File: src/sv/mtd_pkg.sv
package mtd_pkg;

  localparam int unsigned MaxMembersDef = 16;
  localparam int unsigned DefaultIntervalMsDef = 1000;
  localparam int unsigned IdW = 32;
  localparam int unsigned TimeW = 64;
  localparam int unsigned TmoW = 31;
  localparam int unsigned CountW = 5;
  localparam int unsigned CfgIdxW = 2;
  localparam int unsigned CfgDataW = 32;

  typedef enum logic [1:0] {
    CMD_ADD    = 2'd0,
    CMD_REMOVE = 2'd1,
    CMD_TICK   = 2'd2,
    CMD_LOOKUP = 2'd3
  } cmd_e;

  typedef enum logic [1:0] {
    KIND_RESP   = 2'd0,
    KIND_CHANGE = 2'd1,
    KIND_DONE   = 2'd2
  } kind_e;

  typedef enum logic [1:0] {
    STAT_OK      = 2'd0,
    STAT_PRESENT = 2'd1,
    STAT_FULL    = 2'd2,
    STAT_NOTFND  = 2'd3
  } status_e;

  localparam logic [1:0] HealthAlive   = 2'd0;
  localparam logic [1:0] HealthSuspect = 2'd1;
  localparam logic [1:0] HealthDead    = 2'd2;

  localparam logic [CfgIdxW-1:0] RegLocalId = 2'd0;
  localparam logic [CfgIdxW-1:0] RegSuspect = 2'd1;
  localparam logic [CfgIdxW-1:0] RegDead    = 2'd2;

  typedef struct packed {
    logic [1:0]       cmd;
    logic [IdW-1:0]   member_id;
    logic [TimeW-1:0] now_ms;
  } in_item_t;

  typedef struct packed {
    logic [1:0]        kind;
    logic [1:0]        status;
    logic [IdW-1:0]    report_id;
    logic [1:0]        prev_state;
    logic [1:0]        new_state;
    logic [CountW-1:0] member_count;
    logic              last;
  } out_item_t;

  typedef enum logic [2:0] {
    ST_IDLE,
    ST_SCAN,
    ST_SHIFT,
    ST_EMIT,
    ST_WAIT
  } ctrl_state_e;

  // Controller to datapath.
  typedef struct packed {
    logic load;      // capture input item, clear index
    logic step;      // advance walk index
    logic do_add;    // append new entry
    logic do_shift;  // copy entry idx+1 into idx
    logic dec_used;
    logic age;       // write aged health at idx
    logic set_found;
    logic emit;      // load output register
    logic emit_last;
    logic [1:0] emit_kind;
  } dp_cmd_t;

  // Datapath to controller.
  typedef struct packed {
    logic [1:0] cmd;
    logic idx_end;    // idx at or past used
    logic shift_end;  // idx+1 at or past used
    logic match;      // entry at idx equals member_id
    logic full;
    logic found;
    logic changes;    // aging non-local entry at idx changes state
    logic out_busy;
  } dp_stat_t;

endpackage

File: src/sv/mtd_ctrl.sv
module mtd_ctrl (
  input  logic              clk_i,
  input  logic              rst_ni,
  input  logic              in_valid_i,
  output logic              in_stall_o,
  input  mtd_pkg::dp_stat_t stat_i,
  output mtd_pkg::dp_cmd_t  cmd_o
);
  import mtd_pkg::*;

  ctrl_state_e state_q, state_d;

  always_ff @(posedge clk_i or negedge rst_ni) begin
    if (!rst_ni) begin
      state_q <= ST_IDLE;
    end else begin
      state_q <= state_d;
    end
  end

  always_comb begin
    state_d = state_q;
    unique case (state_q)
      ST_IDLE: begin
        if (in_valid_i) begin
          state_d = ST_SCAN;
        end
      end
      ST_SCAN: begin
        if (stat_i.cmd == CMD_TICK) begin
          if (stat_i.idx_end) begin
            state_d = ST_WAIT;
          end else if (stat_i.changes) begin
            state_d = ST_EMIT;
          end
        end else if (stat_i.match && !stat_i.idx_end) begin
          if (stat_i.cmd == CMD_REMOVE) begin
            state_d = ST_SHIFT;
          end else begin
            state_d = ST_WAIT;
          end
        end else if (stat_i.idx_end) begin
          state_d = ST_WAIT;
        end
      end
      ST_SHIFT: begin
        if (stat_i.shift_end) begin
          state_d = ST_WAIT;
        end
      end
      ST_EMIT: begin
        if (!stat_i.out_busy) begin
          state_d = ST_SCAN;
        end
      end
      ST_WAIT: begin
        if (!stat_i.out_busy) begin
          state_d = ST_IDLE;
        end
      end
      default: state_d = ST_IDLE;
    endcase
  end

  always_comb begin
    cmd_o      = '0;
    in_stall_o = 1'b1;
    unique case (state_q)
      ST_IDLE: begin
        in_stall_o = 1'b0;
        cmd_o.load = in_valid_i;
      end
      ST_SCAN: begin
        if (stat_i.cmd == CMD_TICK) begin
          if (!stat_i.idx_end && !stat_i.changes) begin
            cmd_o.step = 1'b1;
          end
        end else if (stat_i.match && !stat_i.idx_end) begin
          cmd_o.set_found = 1'b1;
        end else if (!stat_i.idx_end) begin
          cmd_o.step = 1'b1;
        end else if (stat_i.cmd == CMD_ADD && !stat_i.full) begin
          cmd_o.do_add = 1'b1;
        end
      end
      ST_SHIFT: begin
        if (stat_i.shift_end) begin
          cmd_o.dec_used = 1'b1;
        end else begin
          cmd_o.do_shift = 1'b1;
          cmd_o.step     = 1'b1;
        end
      end
      ST_EMIT: begin
        if (!stat_i.out_busy) begin
          cmd_o.emit      = 1'b1;
          cmd_o.emit_kind = KIND_CHANGE;
          cmd_o.age       = 1'b1;
          cmd_o.step      = 1'b1;
        end
      end
      ST_WAIT: begin
        if (!stat_i.out_busy) begin
          cmd_o.emit      = 1'b1;
          cmd_o.emit_last = 1'b1;
          cmd_o.emit_kind = (stat_i.cmd == CMD_TICK) ? KIND_DONE : KIND_RESP;
        end
      end
      default: ;
    endcase
  end

endmodule

File: src/sv/mtd_dp.sv
module mtd_dp #(
  parameter int unsigned MaxMembers        = mtd_pkg::MaxMembersDef,
  parameter int unsigned DefaultIntervalMs = mtd_pkg::DefaultIntervalMsDef
) (
  input  logic                                clk_i,
  input  logic                                rst_ni,
  input  mtd_pkg::in_item_t                   in_data_i,
  input  logic                                cfg_we_i,
  input  logic [mtd_pkg::CfgIdxW-1:0]         cfg_index_i,
  input  logic [mtd_pkg::CfgDataW-1:0]        cfg_data_i,
  input  mtd_pkg::dp_cmd_t                    cmd_i,
  output mtd_pkg::dp_stat_t                   stat_o,
  output logic                                out_valid_o,
  input  logic                                out_stall_i,
  output mtd_pkg::out_item_t                  out_data_o
);
  import mtd_pkg::*;

  localparam int unsigned IdxW = $clog2(MaxMembers);
  localparam int unsigned UsedW = $clog2(MaxMembers + 1);
  localparam logic [TimeW-1:0] DefSus  = TimeW'(DefaultIntervalMs * 3);
  localparam logic [TimeW-1:0] DefDead = TimeW'(DefaultIntervalMs * 10);

  logic [IdW-1:0]   ids_q   [MaxMembers];
  logic [TimeW-1:0] seen_q  [MaxMembers];
  logic [1:0]       hlth_q  [MaxMembers];

  logic [UsedW-1:0] used_q;
  logic [UsedW-1:0] idx_q;
  logic             found_q;
  logic             added_q;
  logic [1:0]       fstate_q;
  in_item_t         item_q;
  logic [IdW-1:0]   local_q;
  logic [TmoW-1:0]  sus_q, dead_q;
  logic             oval_q;
  out_item_t        odat_q, odat_d;

  logic [IdxW-1:0]  idx;
  logic [IdxW-1:0]  idx1;
  logic [TimeW-1:0] elapsed, sus_lim, dead_lim;
  logic [1:0]       cur_h, aged_h;
  logic             is_local;

  assign idx      = idx_q[IdxW-1:0];
  assign idx1     = IdxW'(idx_q + 1'b1);
  assign cur_h    = hlth_q[idx];
  assign elapsed  = item_q.now_ms - seen_q[idx];
  assign sus_lim  = (sus_q == '0) ? DefSus : TimeW'(sus_q);
  assign dead_lim = (dead_q == '0) ? DefDead : TimeW'(dead_q);
  assign is_local = (ids_q[idx] == local_q);

  always_comb begin
    aged_h = cur_h;
    if (aged_h == HealthAlive && elapsed > sus_lim) begin
      aged_h = HealthSuspect;
    end
    if (aged_h == HealthSuspect && elapsed > dead_lim) begin
      aged_h = HealthDead;
    end
  end

  assign stat_o.cmd       = item_q.cmd;
  assign stat_o.idx_end   = (idx_q >= used_q);
  assign stat_o.shift_end = (UsedW'(idx_q + 1'b1) >= used_q);
  assign stat_o.match     = (ids_q[idx] == item_q.member_id);
  assign stat_o.full      = (used_q >= UsedW'(MaxMembers));
  assign stat_o.found     = found_q;
  assign stat_o.changes   = !is_local && (aged_h != cur_h);
  assign stat_o.out_busy  = oval_q && out_stall_i;

  // An add that was neither present nor appended found the table full.
  always_comb begin
    odat_d              = '0;
    odat_d.kind         = cmd_i.emit_kind;
    odat_d.last         = cmd_i.emit_last;
    odat_d.member_count = CountW'(used_q);
    odat_d.report_id    = item_q.member_id;
    odat_d.prev_state   = HealthAlive;
    odat_d.new_state    = HealthAlive;
    odat_d.status       = STAT_OK;
    if (cmd_i.emit_kind == KIND_CHANGE) begin
      odat_d.report_id  = ids_q[idx];
      odat_d.prev_state = cur_h;
      odat_d.new_state  = aged_h;
    end else if (cmd_i.emit_kind == KIND_DONE) begin
      odat_d.report_id = '0;
    end else begin
      unique case (item_q.cmd)
        CMD_ADD: begin
          if (found_q) begin
            odat_d.status = STAT_PRESENT;
          end else if (!added_q) begin
            odat_d.status = STAT_FULL;
          end
        end
        CMD_REMOVE: begin
          if (!found_q) begin
            odat_d.status = STAT_NOTFND;
          end else begin
            odat_d.prev_state = fstate_q;
          end
        end
        CMD_LOOKUP: begin
          if (!found_q) begin
            odat_d.status = STAT_NOTFND;
          end else begin
            odat_d.new_state = fstate_q;
          end
        end
        default: ;
      endcase
    end
  end

  always_ff @(posedge clk_i) begin
    if (cmd_i.do_add) begin
      ids_q[idx]  <= item_q.member_id;
      seen_q[idx] <= item_q.now_ms;
      hlth_q[idx] <= HealthAlive;
    end else if (cmd_i.do_shift) begin
      ids_q[idx]  <= ids_q[idx1];
      seen_q[idx] <= seen_q[idx1];
      hlth_q[idx] <= hlth_q[idx1];
    end else if (cmd_i.age) begin
      hlth_q[idx] <= aged_h;
    end
    if (cmd_i.load) begin
      item_q <= in_data_i;
    end
    if (cmd_i.set_found) begin
      fstate_q <= cur_h;
    end
    if (cmd_i.emit) begin
      odat_q <= odat_d;
    end
  end

  always_ff @(posedge clk_i or negedge rst_ni) begin
    if (!rst_ni) begin
      used_q  <= '0;
      idx_q   <= '0;
      found_q <= 1'b0;
      added_q <= 1'b0;
      local_q <= '0;
      sus_q   <= '0;
      dead_q  <= '0;
      oval_q  <= 1'b0;
    end else begin
      if (cfg_we_i) begin
        unique case (cfg_index_i)
          RegLocalId: local_q <= cfg_data_i;
          RegSuspect: sus_q   <= cfg_data_i[TmoW-1:0];
          RegDead:    dead_q  <= cfg_data_i[TmoW-1:0];
          default: ;
        endcase
      end
      if (cmd_i.load) begin
        idx_q   <= '0;
        found_q <= 1'b0;
        added_q <= 1'b0;
      end else if (cmd_i.step) begin
        idx_q <= idx_q + 1'b1;
      end
      if (cmd_i.set_found) begin
        found_q <= 1'b1;
      end
      if (cmd_i.do_add) begin
        used_q  <= used_q + 1'b1;
        added_q <= 1'b1;
      end
      if (cmd_i.dec_used) begin
        used_q <= used_q - 1'b1;
      end
      if (cmd_i.emit) begin
        oval_q <= 1'b1;
      end else if (!out_stall_i) begin
        oval_q <= 1'b0;
      end
    end
  end

  assign out_valid_o = oval_q;
  assign out_data_o  = odat_q;

endmodule

File: src/sv/membership_timeout_detector.sv
// Membership table with heartbeat timeouts, one item at a time.
// Add, remove and lookup walk (or shift) the table one entry per cycle and
// end with one response; the next item is taken in the same cycle that the
// response becomes valid. A tick sends a state-change report per changing
// entry, then a done item; a stalled output beat holds the walk.
// Reset (async, active low) empties the table.
module membership_timeout_detector #(
  parameter int unsigned MaxMembers        = mtd_pkg::MaxMembersDef,
  parameter int unsigned DefaultIntervalMs = mtd_pkg::DefaultIntervalMsDef
) (
  input  logic                         clk_i,
  input  logic                         rst_ni,
  input  logic                         in_valid_i,
  output logic                         in_stall_o,
  input  mtd_pkg::in_item_t            in_data_i,
  output logic                         out_valid_o,
  input  logic                         out_stall_i,
  output mtd_pkg::out_item_t           out_data_o,
  input  logic                         cfg_we_i,
  input  logic [mtd_pkg::CfgIdxW-1:0]  cfg_index_i,
  input  logic [mtd_pkg::CfgDataW-1:0] cfg_data_i
);
  import mtd_pkg::*;

  // The controller sequences the walk; the datapath holds the table.
  dp_cmd_t  dp_cmd;
  dp_stat_t dp_stat;

  mtd_ctrl u_ctrl (
    .clk_i      (clk_i),
    .rst_ni     (rst_ni),
    .in_valid_i (in_valid_i),
    .in_stall_o (in_stall_o),
    .stat_i     (dp_stat),
    .cmd_o      (dp_cmd)
  );

  mtd_dp #(
    .MaxMembers        (MaxMembers),
    .DefaultIntervalMs (DefaultIntervalMs)
  ) u_dp (
    .clk_i       (clk_i),
    .rst_ni      (rst_ni),
    .in_data_i   (in_data_i),
    .cfg_we_i    (cfg_we_i),
    .cfg_index_i (cfg_index_i),
    .cfg_data_i  (cfg_data_i),
    .cmd_i       (dp_cmd),
    .stat_o      (dp_stat),
    .out_valid_o (out_valid_o),
    .out_stall_i (out_stall_i),
    .out_data_o  (out_data_o)
  );

endmodule
File: config.mk
export PLATFORM = sky130hd
export DESIGN_NAME = membership_timeout_detector
export DESIGN_NICKNAME = d
export VERILOG_FILES = /design/src/sv/mtd_pkg.sv /design/src/sv/mtd_ctrl.sv /design/src/sv/mtd_dp.sv /design/src/sv/membership_timeout_detector.sv
export SDC_FILE = /design/constraint.sdc
export NUM_CORES = 2
export LEC_CHECK = 0
export BUFFER_PORTS_ARGS = -buffer_cell sky130_fd_sc_hd__buf_2
export CORE_UTILIZATION = 35
export CTS_BUF_LIST = sky130_fd_sc_hd__clkbuf_8
export DETAILED_ROUTE_END_ITERATION = 16
export PLACE_DENSITY = 0.49
export SLEW_MARGIN = 40
export SYNTH_ARGS = -nofsm -noshare
export SYNTH_HDL_FRONTEND = slang
export SYNTH_SLANG_ARGS = --single-unit
File: constraint.sdc
create_clock -name clk_i -period 9.2 [get_ports clk_i]
set_input_delay 0.92 -clock clk_i [delete_from_list [all_inputs] [get_ports clk_i]]
set_output_delay 0.92 -clock clk_i [all_outputs]
set_load 0.01 [all_outputs]
Word level (Yosys, flattened, before mapping) --
Memory sizes are Yosys's and may differ from the RTL's. Cells that the tools add are included.
Storage, ports and cells: register bits 256, memory bits (writable) 1568, input bits 137, memories 3
Memory list:
- u_dp.seen_q | words 16, width 64, rd ports 2, clocked after Yosys merged registers in 0, write ports 1, line mtd_dp.sv:25 | logic [TimeW-1:0] seen_q [MaxMembers];
- u_dp.ids_q | words 16, width 32, rd ports 2, clocked after Yosys merged registers in 0, write ports 1, line mtd_dp.sv:24 | logic [IdW-1:0] ids_q [MaxMembers];
- u_dp.hlth_q | words 16, width 2, rd ports 2, clocked after Yosys merged registers in 0, write ports 1, line mtd_dp.sv:26 | logic [1:0] hlth_q [MaxMembers];
Cells by class: $add $sub $neg 4, magnitude comparators 5, eq/ne operators 22, mux-type cells 71, bitwise gates (word level) 4, reduce and logical (&&, ||, !) cells 27
Operators with widths (count):
- greater-than comparator 64 bit | 2
- == test 32 bit | 2
- two-way mux 32 bit | 2
- two-way mux 64 bit | 1
- subtractor 64 bit | 1
- logical NOT 31 bit | 2
- two-way mux 31 bit | 2
- two-way mux 36 bit | 1
- two-way mux 1 bit | 31
- two-way mux 3 bit | 10
- two-way mux 2 bit | 13
- two-way mux 5 bit | 4
- case mux 3 bit (5 select lines) | 1
- adder 5 x 1 -> 5 bit, second input constant | 2
- >= comparator 5 bit | 2
- == test 2 x 1 -> 1 bit, second input constant | 4
- == test 2 bit, second input constant | 4
- two-way mux 4 bit | 2
- inequality test 2 bit, second input constant | 4
- case mux 2 bit (2 select lines) | 2
- nonzero test 2 bit | 4
- logical AND 1 bit | 7
- == test 3 x 2 -> 1 bit, second input constant | 2
- logical NOT 2 bit | 3
- 16 further kinds | 25

Depth between registers and ports, before layout --
word-level depth 17, depth in mapped cells 33, gate-level depth less buffers 25

Hierarchy --
From an unflattened synthesis, not the netlist that was laid out.
Second synthesis, totals: cell total of the unflattened synthesis 4642, area, all modules 88369.8 µm²
By module, submodules not included:
- mtd_dp | times used 1, cells an instance 4599, area an instance 88024.4 µm², sequential area each 54146.9 µm²
- mtd_ctrl | times used 1, cells an instance 43, area an instance 345.3 µm², sequential area each 75.1 µm²

Least setup slack after synthesis --
OpenSTA, ideal clock, no wires.
path kind reg-to-reg, start point register u_dp.idx_q[1], end point memory u_dp.ids_q[15][0], enable pin, setup time 0.582 ns, data arrival time 8.827 ns, data required time 8.618 ns, slack -0.210 ns, stages on the path, launching flop included 21, path buffers 10, period minus slack after synthesis 9.410 ns, path through dfrtp_1 > buf_4 > buf_2 > buf_2 > buf_4 > clkbuf_1 > clkbuf_1 > clkbuf_1 > inv_1 > ha_1 > ha_1 > a21boi_0 > o21a_1 > o21a_1 > o21ai_0 > nand2b_1 > nand2b_1 > clkbuf_1 > clkbuf_1 > clkbuf_1 > a21oi_1
On the way: cells in the longest elaborated chain, start to end 9
Ends and longest elaborated chain:
- start: declaration | line mtd_dp.sv:29 | logic [UsedW-1:0] idx_q;
- start signal: assignment | line mtd_dp.sv:163 | idx_q <= idx_q + 1'b1;
- memory (16 x 32 bit) / >= comparator 5 bit (equally long branches)
- == test 32 bit / logical NOT 1 bit (equally long branches) | line mtd_dp.sv:66, mtd_ctrl.sv:78
- logical AND 1 bit | line mtd_ctrl.sv:78 | end else if (stat_i.match && !stat_i.idx_end) begin
- two-way mux 2 bit | line mtd_ctrl.sv:78
- two-way mux 1 bit | line mtd_ctrl.sv:74 | if (stat_i.cmd == CMD_TICK) begin
- two-way mux 1 bit | line mtd_ctrl.sv:68 | unique case (state_q)
- two-way mux 1 bit | line mtd_dp.sv:117 | if (cmd_i.do_add) begin
- two-way mux 1 bit (on tied branches) | line mtd_dp.sv:118, mtd_dp.sv:122
- bitwise OR 1 bit (no source line)
- end: declaration | line mtd_dp.sv:24
Parallel ways exist; a longest one is shown, timed or not.

Worst setup path in the final report --
start point register u_dp.idx_q[0], end point register u_ctrl.state_q[1]
On the way: cells in the longest elaborated chain, start to end 12
Ends and longest elaborated chain:
- memory (16 x 64 bit)
- subtractor 64 bit | line mtd_dp.sv:48 | assign elapsed = item_q.now_ms - seen_q[idx];
- greater-than comparator 64 bit | line mtd_dp.sv:55 | if (aged_h == HealthAlive && elapsed > sus_lim) begin
- logical AND 1 bit | line mtd_dp.sv:55
- two-way mux 2 bit | line mtd_dp.sv:55
- == test 2 x 1 -> 1 bit | line mtd_dp.sv:58 | if (aged_h == HealthSuspect && elapsed > dead_lim) begin
- logical AND 1 bit | line mtd_dp.sv:58
- two-way mux 2 bit | line mtd_dp.sv:58
- inequality test 2 bit | line mtd_dp.sv:69 | assign stat_o.changes = !is_local && (aged_h != cur_h);
- logical AND 1 bit | line mtd_dp.sv:69
- inequality test 4 x 2 -> 1 bit (no source line)
- AND reduction 6 bit (no source line)
- end signal: assignment | line mtd_ctrl.sv:17 | state_q <= state_d;
- end: declaration | line mtd_ctrl.sv:11 | ctrl_state_e state_q, state_d;
Parallel ways exist; a longest one is shown, timed or not. A chain may end at the register's enable or synchronous reset.

==> summary.md <==
| Metric | Value |
|---|---|
| Mapped Cells | `5,006` |
| Cell Area, Synth | `~90,000 µm²` |
| Die H | `509 µm` |
| R2R depth | `20` |
| Static Leakage | `0.0337 µW` |
| Worst R2R End | `u_ctrl.state_q[1]` |
| GPL Wtd Cong | `approximately 0.93` |
| Uppermost routed layer | `met5` |
| Routed Antenna Nets | `0` |
| Post-Route WL | `~290 mm` |
| Hold Startpoint | `in_data_i[13]` |
| Top-area cell type share of the netlist area | `57.1%` |
| Max-slew violation count | `0` |
| Reg2reg setup slack | `around 1.5 ns` |
| Worst Hold End | `u_dp.item_q[13]` |
| Clk root buf | `clkbuf_8` |
| Post-synth top flop | `edfxtp_1` |
| Clock Sinks | `roughly 1,800` |
| Post-synthesis sequential area ratio | `about three fifths` |
| Drt first-iter violations | `between 5,000 and 6,000` |
| TNS Setup | `0 ns` |
| Syn_nets | `5,288` |
| Mean Syn Cell Area | `approximately 18 µm²` |
| Vias | `approximately 54,000` |
| Critical path's largest stage delay | `around 0.76 ns` |
| RSZ-0062 raised after global routing | `false` |
| Largest net degree at the start of global routing | `86` |
| Vias in the first global route | `around 54,000` |
| CTS tree | `built` |
| H-tree Lvls | `5` |
| Num CTS Buffers | `between 300 and 400` |
| Number of remaining DRC errors | `0` |
| Period minus WS final | `approximately 7.7 ns` |
| M1 WL | `~130 mm` |
| Crit-path max FO | `85` |
| Post-synth cell types | `100` |
| Area contributors post-synth | `edfxtp_1, mux4_2, dfrtp_1` |
| Fmax | `~130 MHz` |
| Slew headroom | `between 30% and 40%` |
| Crit Path Category | `flip-flop to flip-flop` |
| Share of cells above drive strength 1 | `34.2%` |
| Setup Skew | `roughly 0.091 ns` |
| Grt total ovfl | `0` |
| DR vias/cell | `5.90` |
| Crit-path cells | `buf_12 -> mux4_2 -> mux4_2 -> inv_1 -> ha_1 -> nand2_1 -> nor3_1 -> o21ai_0 -> a32oi_1 -> xor2_1 -> ha_1 -> a21o_1 -> a21oi_1 -> nand3b_1 -> a311o_1 -> a31oi_1 -> nor2_1 -> or4_1 -> nand2_1 -> a41oi_1` |
| Top-count cell post-synth | `edfxtp_1` |
| Row cnt | `about 190` |
| Measured slew at the worst slew-check pin | `0.907 ns` |
| Worst-path clk slew | `~0.06 ns` |
| Skew-Pair Late Insertion Delay | `roughly 1.1 ns` |
| Final Hold Fails | `0` |
| Min-Delay Path Class | `input port to flip-flop` |
| Area growth, synth to finish | `14.3%` |
| GRT Total Usage | `between 20% and 30%` |
| First-pass detailed-route iteration total | `5` |
| Maxcap violations | `0` |
| Cell taking the most area after synthesis | `edfxtp_1` |
| Status | `finished, final reports clean` |
| Input/output buffers | `184` |
| Die area | `about 260,000 µm²` |
| WL met2 | `between 100 and 150 mm` |
| Pwr Density | `309 nW/µm²` |
| VDD IR max | `~0.24 mV` |
| # fillers | `around 23,000` |
| Final setup viols | `0` |
| Overall Power | `about 32,000 µW` |
| WL met3 | `16.8 mm` |
| Top post-synthesis cells by count | `edfxtp_1, mux4_2, nand2_1, mux2_2, clkbuf_1` |
| HPWL after DPL | `~180 mm` |
| Hold Path Stages | `1` |
| Layout Utilization | `about two fifths` |
| Seq cells post-synth | `around 1,800` |
| Core Area | `~260,000 µm²` |
| First-pass GRT wire length | `around 400 mm` |
| Initial antenna violation count | `23` |
| Worst r2r src | `u_dp.idx_q[0]` |
| Io pins | `185` |
| Final Net Count | `~5,700` |
| CP arrival | `between 8 and 9 ns` |
| Routed len/inst | `between 30 and 40 µm` |
| Crit path max-delay cell type | `dfrtp_4` |
| CP startpoint kind | `flip-flop` |
| Final Cycle Share | `~83%` |
| WP data required | `between 10 and 15 ns` |
| Crit. End Element | `flip-flop` |
| YS warnings | `0` |
| Initial Utilization | `35.3%` |
| Post-synth EDFFs | `about 1,700` |
| Clock Tree Buf Depth | `4` |
| Die Span X | `just over 500 µm` |
| Asr flop ratio synth | `under 10%` |
| Postcts setup bufs | `0` |
==> through the flow <==
step	worst slack [ns]	hold slack, ns	std cells	area (µm²)
after floorplan	0.412	0.439	5006	90100
after global placement	1.67	0.467	8375	95800
after detailed placement	1.64	0.466	8380	96000
after CTS	1.62	0.00136	9063	103000
after global routing	1.28	0.00794	9072	103000
final	1.54	0.100	9074	103000
==> worst max-delay path, delay by kind of cell (launching register included) <==
family / cells / cell delay, ns
AO/OA/AOI/OAI: 7 / 2.27
XOR/XNOR: 1 / 0.28
adder cells (fa/ha/maj): 2 / 0.60
buffers and inverters: 2 / 0.61
flip-flops: 1 / 0.76
multiplexers: 2 / 1.12
AND/OR/NAND/NOR: 6 / 1.75
==> report_power, final <==
part | internal (µW) | total (µW) | switching (µW)
clock network | 3820 | 7300 | 3490
logic | 6140 | 14000 | 7870
registers | 10000 | 10500 | 446
total | 20000 | 31800 | 11800
==> routing by layer <==
metal	global-route usage, %	vias to the layer above
met5	0	-
met1	31.0	29100
met2	35.1	2070
li1	-	22000
met4	6.76	6
met3	3.60	446
==> cell families (layout without fill, tap and decap cells) <==
| kind of cell | Yosys count | after routing | share of synthesized area (%) |
|---|---|---|---|
| xor gates and xnor gates | 97 | 97 | 0.943 |
| and+or+nand+nor | 701 | 701 | 4.01 |
| adders and majority gates | 145 | 145 | 2.03 |
| AOI/OAI and AO/OA | 557 | 557 | 4.16 |
| buffers and inverters | 467 | 1158 | 2.10 |
| muxes | 1215 | 1215 | 26.6 |
| other | 0 | 11 | 0 |
| DFF | 1824 | 1824 | 60.2 |
==> timing repair <==
item / in CTS / in global routing
setup endpoints to repair: 0 / 0
hold endpoints to repair: 138 / 0
hold buffers: 82 / 0
gates resized for setup: 0 / 0
==> area by class of cell <==
cell class                      instances  area [µm²]  share of cell area (%)
Multi-Input combinational cell       2715       34200                    33.2
Clock buffer                          347        4780                    4.64
Sequential cell                      1824       54200                    52.7
Clock inverter                        254        1380                    1.34
Timing Repair Buffer                  406        3570                    3.47
Inverter                              151         579                   0.562
Antenna cell                           11        27.5                  0.0267
Tap cell                             3366        4210                    4.09
==> placed cells by master, fill, tap and decap left out, types with 43 or more instances in the layout <==
cell type and count:
buf_2 183, nor2_1 124, edfxtp_1 1714, nand4_1 64
a21oi_1 130, nand2_1 204, inv_1 256, mux4_2 923
xnor2_1 69, ha_1 141, a21o_1 43, clkinv_1 74
dfrtp_1 106, dlygate4sd3_1 82, mux2_2 204, clkinv_2 49
clkbuf_8 347, mux2i_1 87, nand2b_1 46, o21ai_0 99
buf_12 55, buf_4 76
==> flip-flops by register name, indices dropped and copies added (netlist names), 31 cells and up <==
signal	flops
u_dp.out_data_o	46
u_dp.seen_q	1024
u_dp.item_q	96
u_dp.hlth_q	32
u_dp.sus_q	31
u_dp.ids_q	512
u_dp.local_q	32
u_dp.dead_q	31
==> how the worst max path moves through the flow <==
stage | cells past startpoint | startpoint | endpoint
global route | 20 | u_dp.idx_q[0] | u_ctrl.state_q[1]
floorplan | 21 | u_dp.idx_q[1] | u_dp.ids_q[1][0]
finish | 20 | u_dp.idx_q[0] | u_ctrl.state_q[1]
CTS | 19 | u_dp.idx_q[0] | u_dp.hlth_q[9][1]
global placement | 19 | u_dp.idx_q[0] | u_dp.hlth_q[10][1]
detailed placement | 19 | u_dp.idx_q[0] | u_dp.hlth_q[8][1]
No activity file was read; power rests on OpenSTA's default activity.
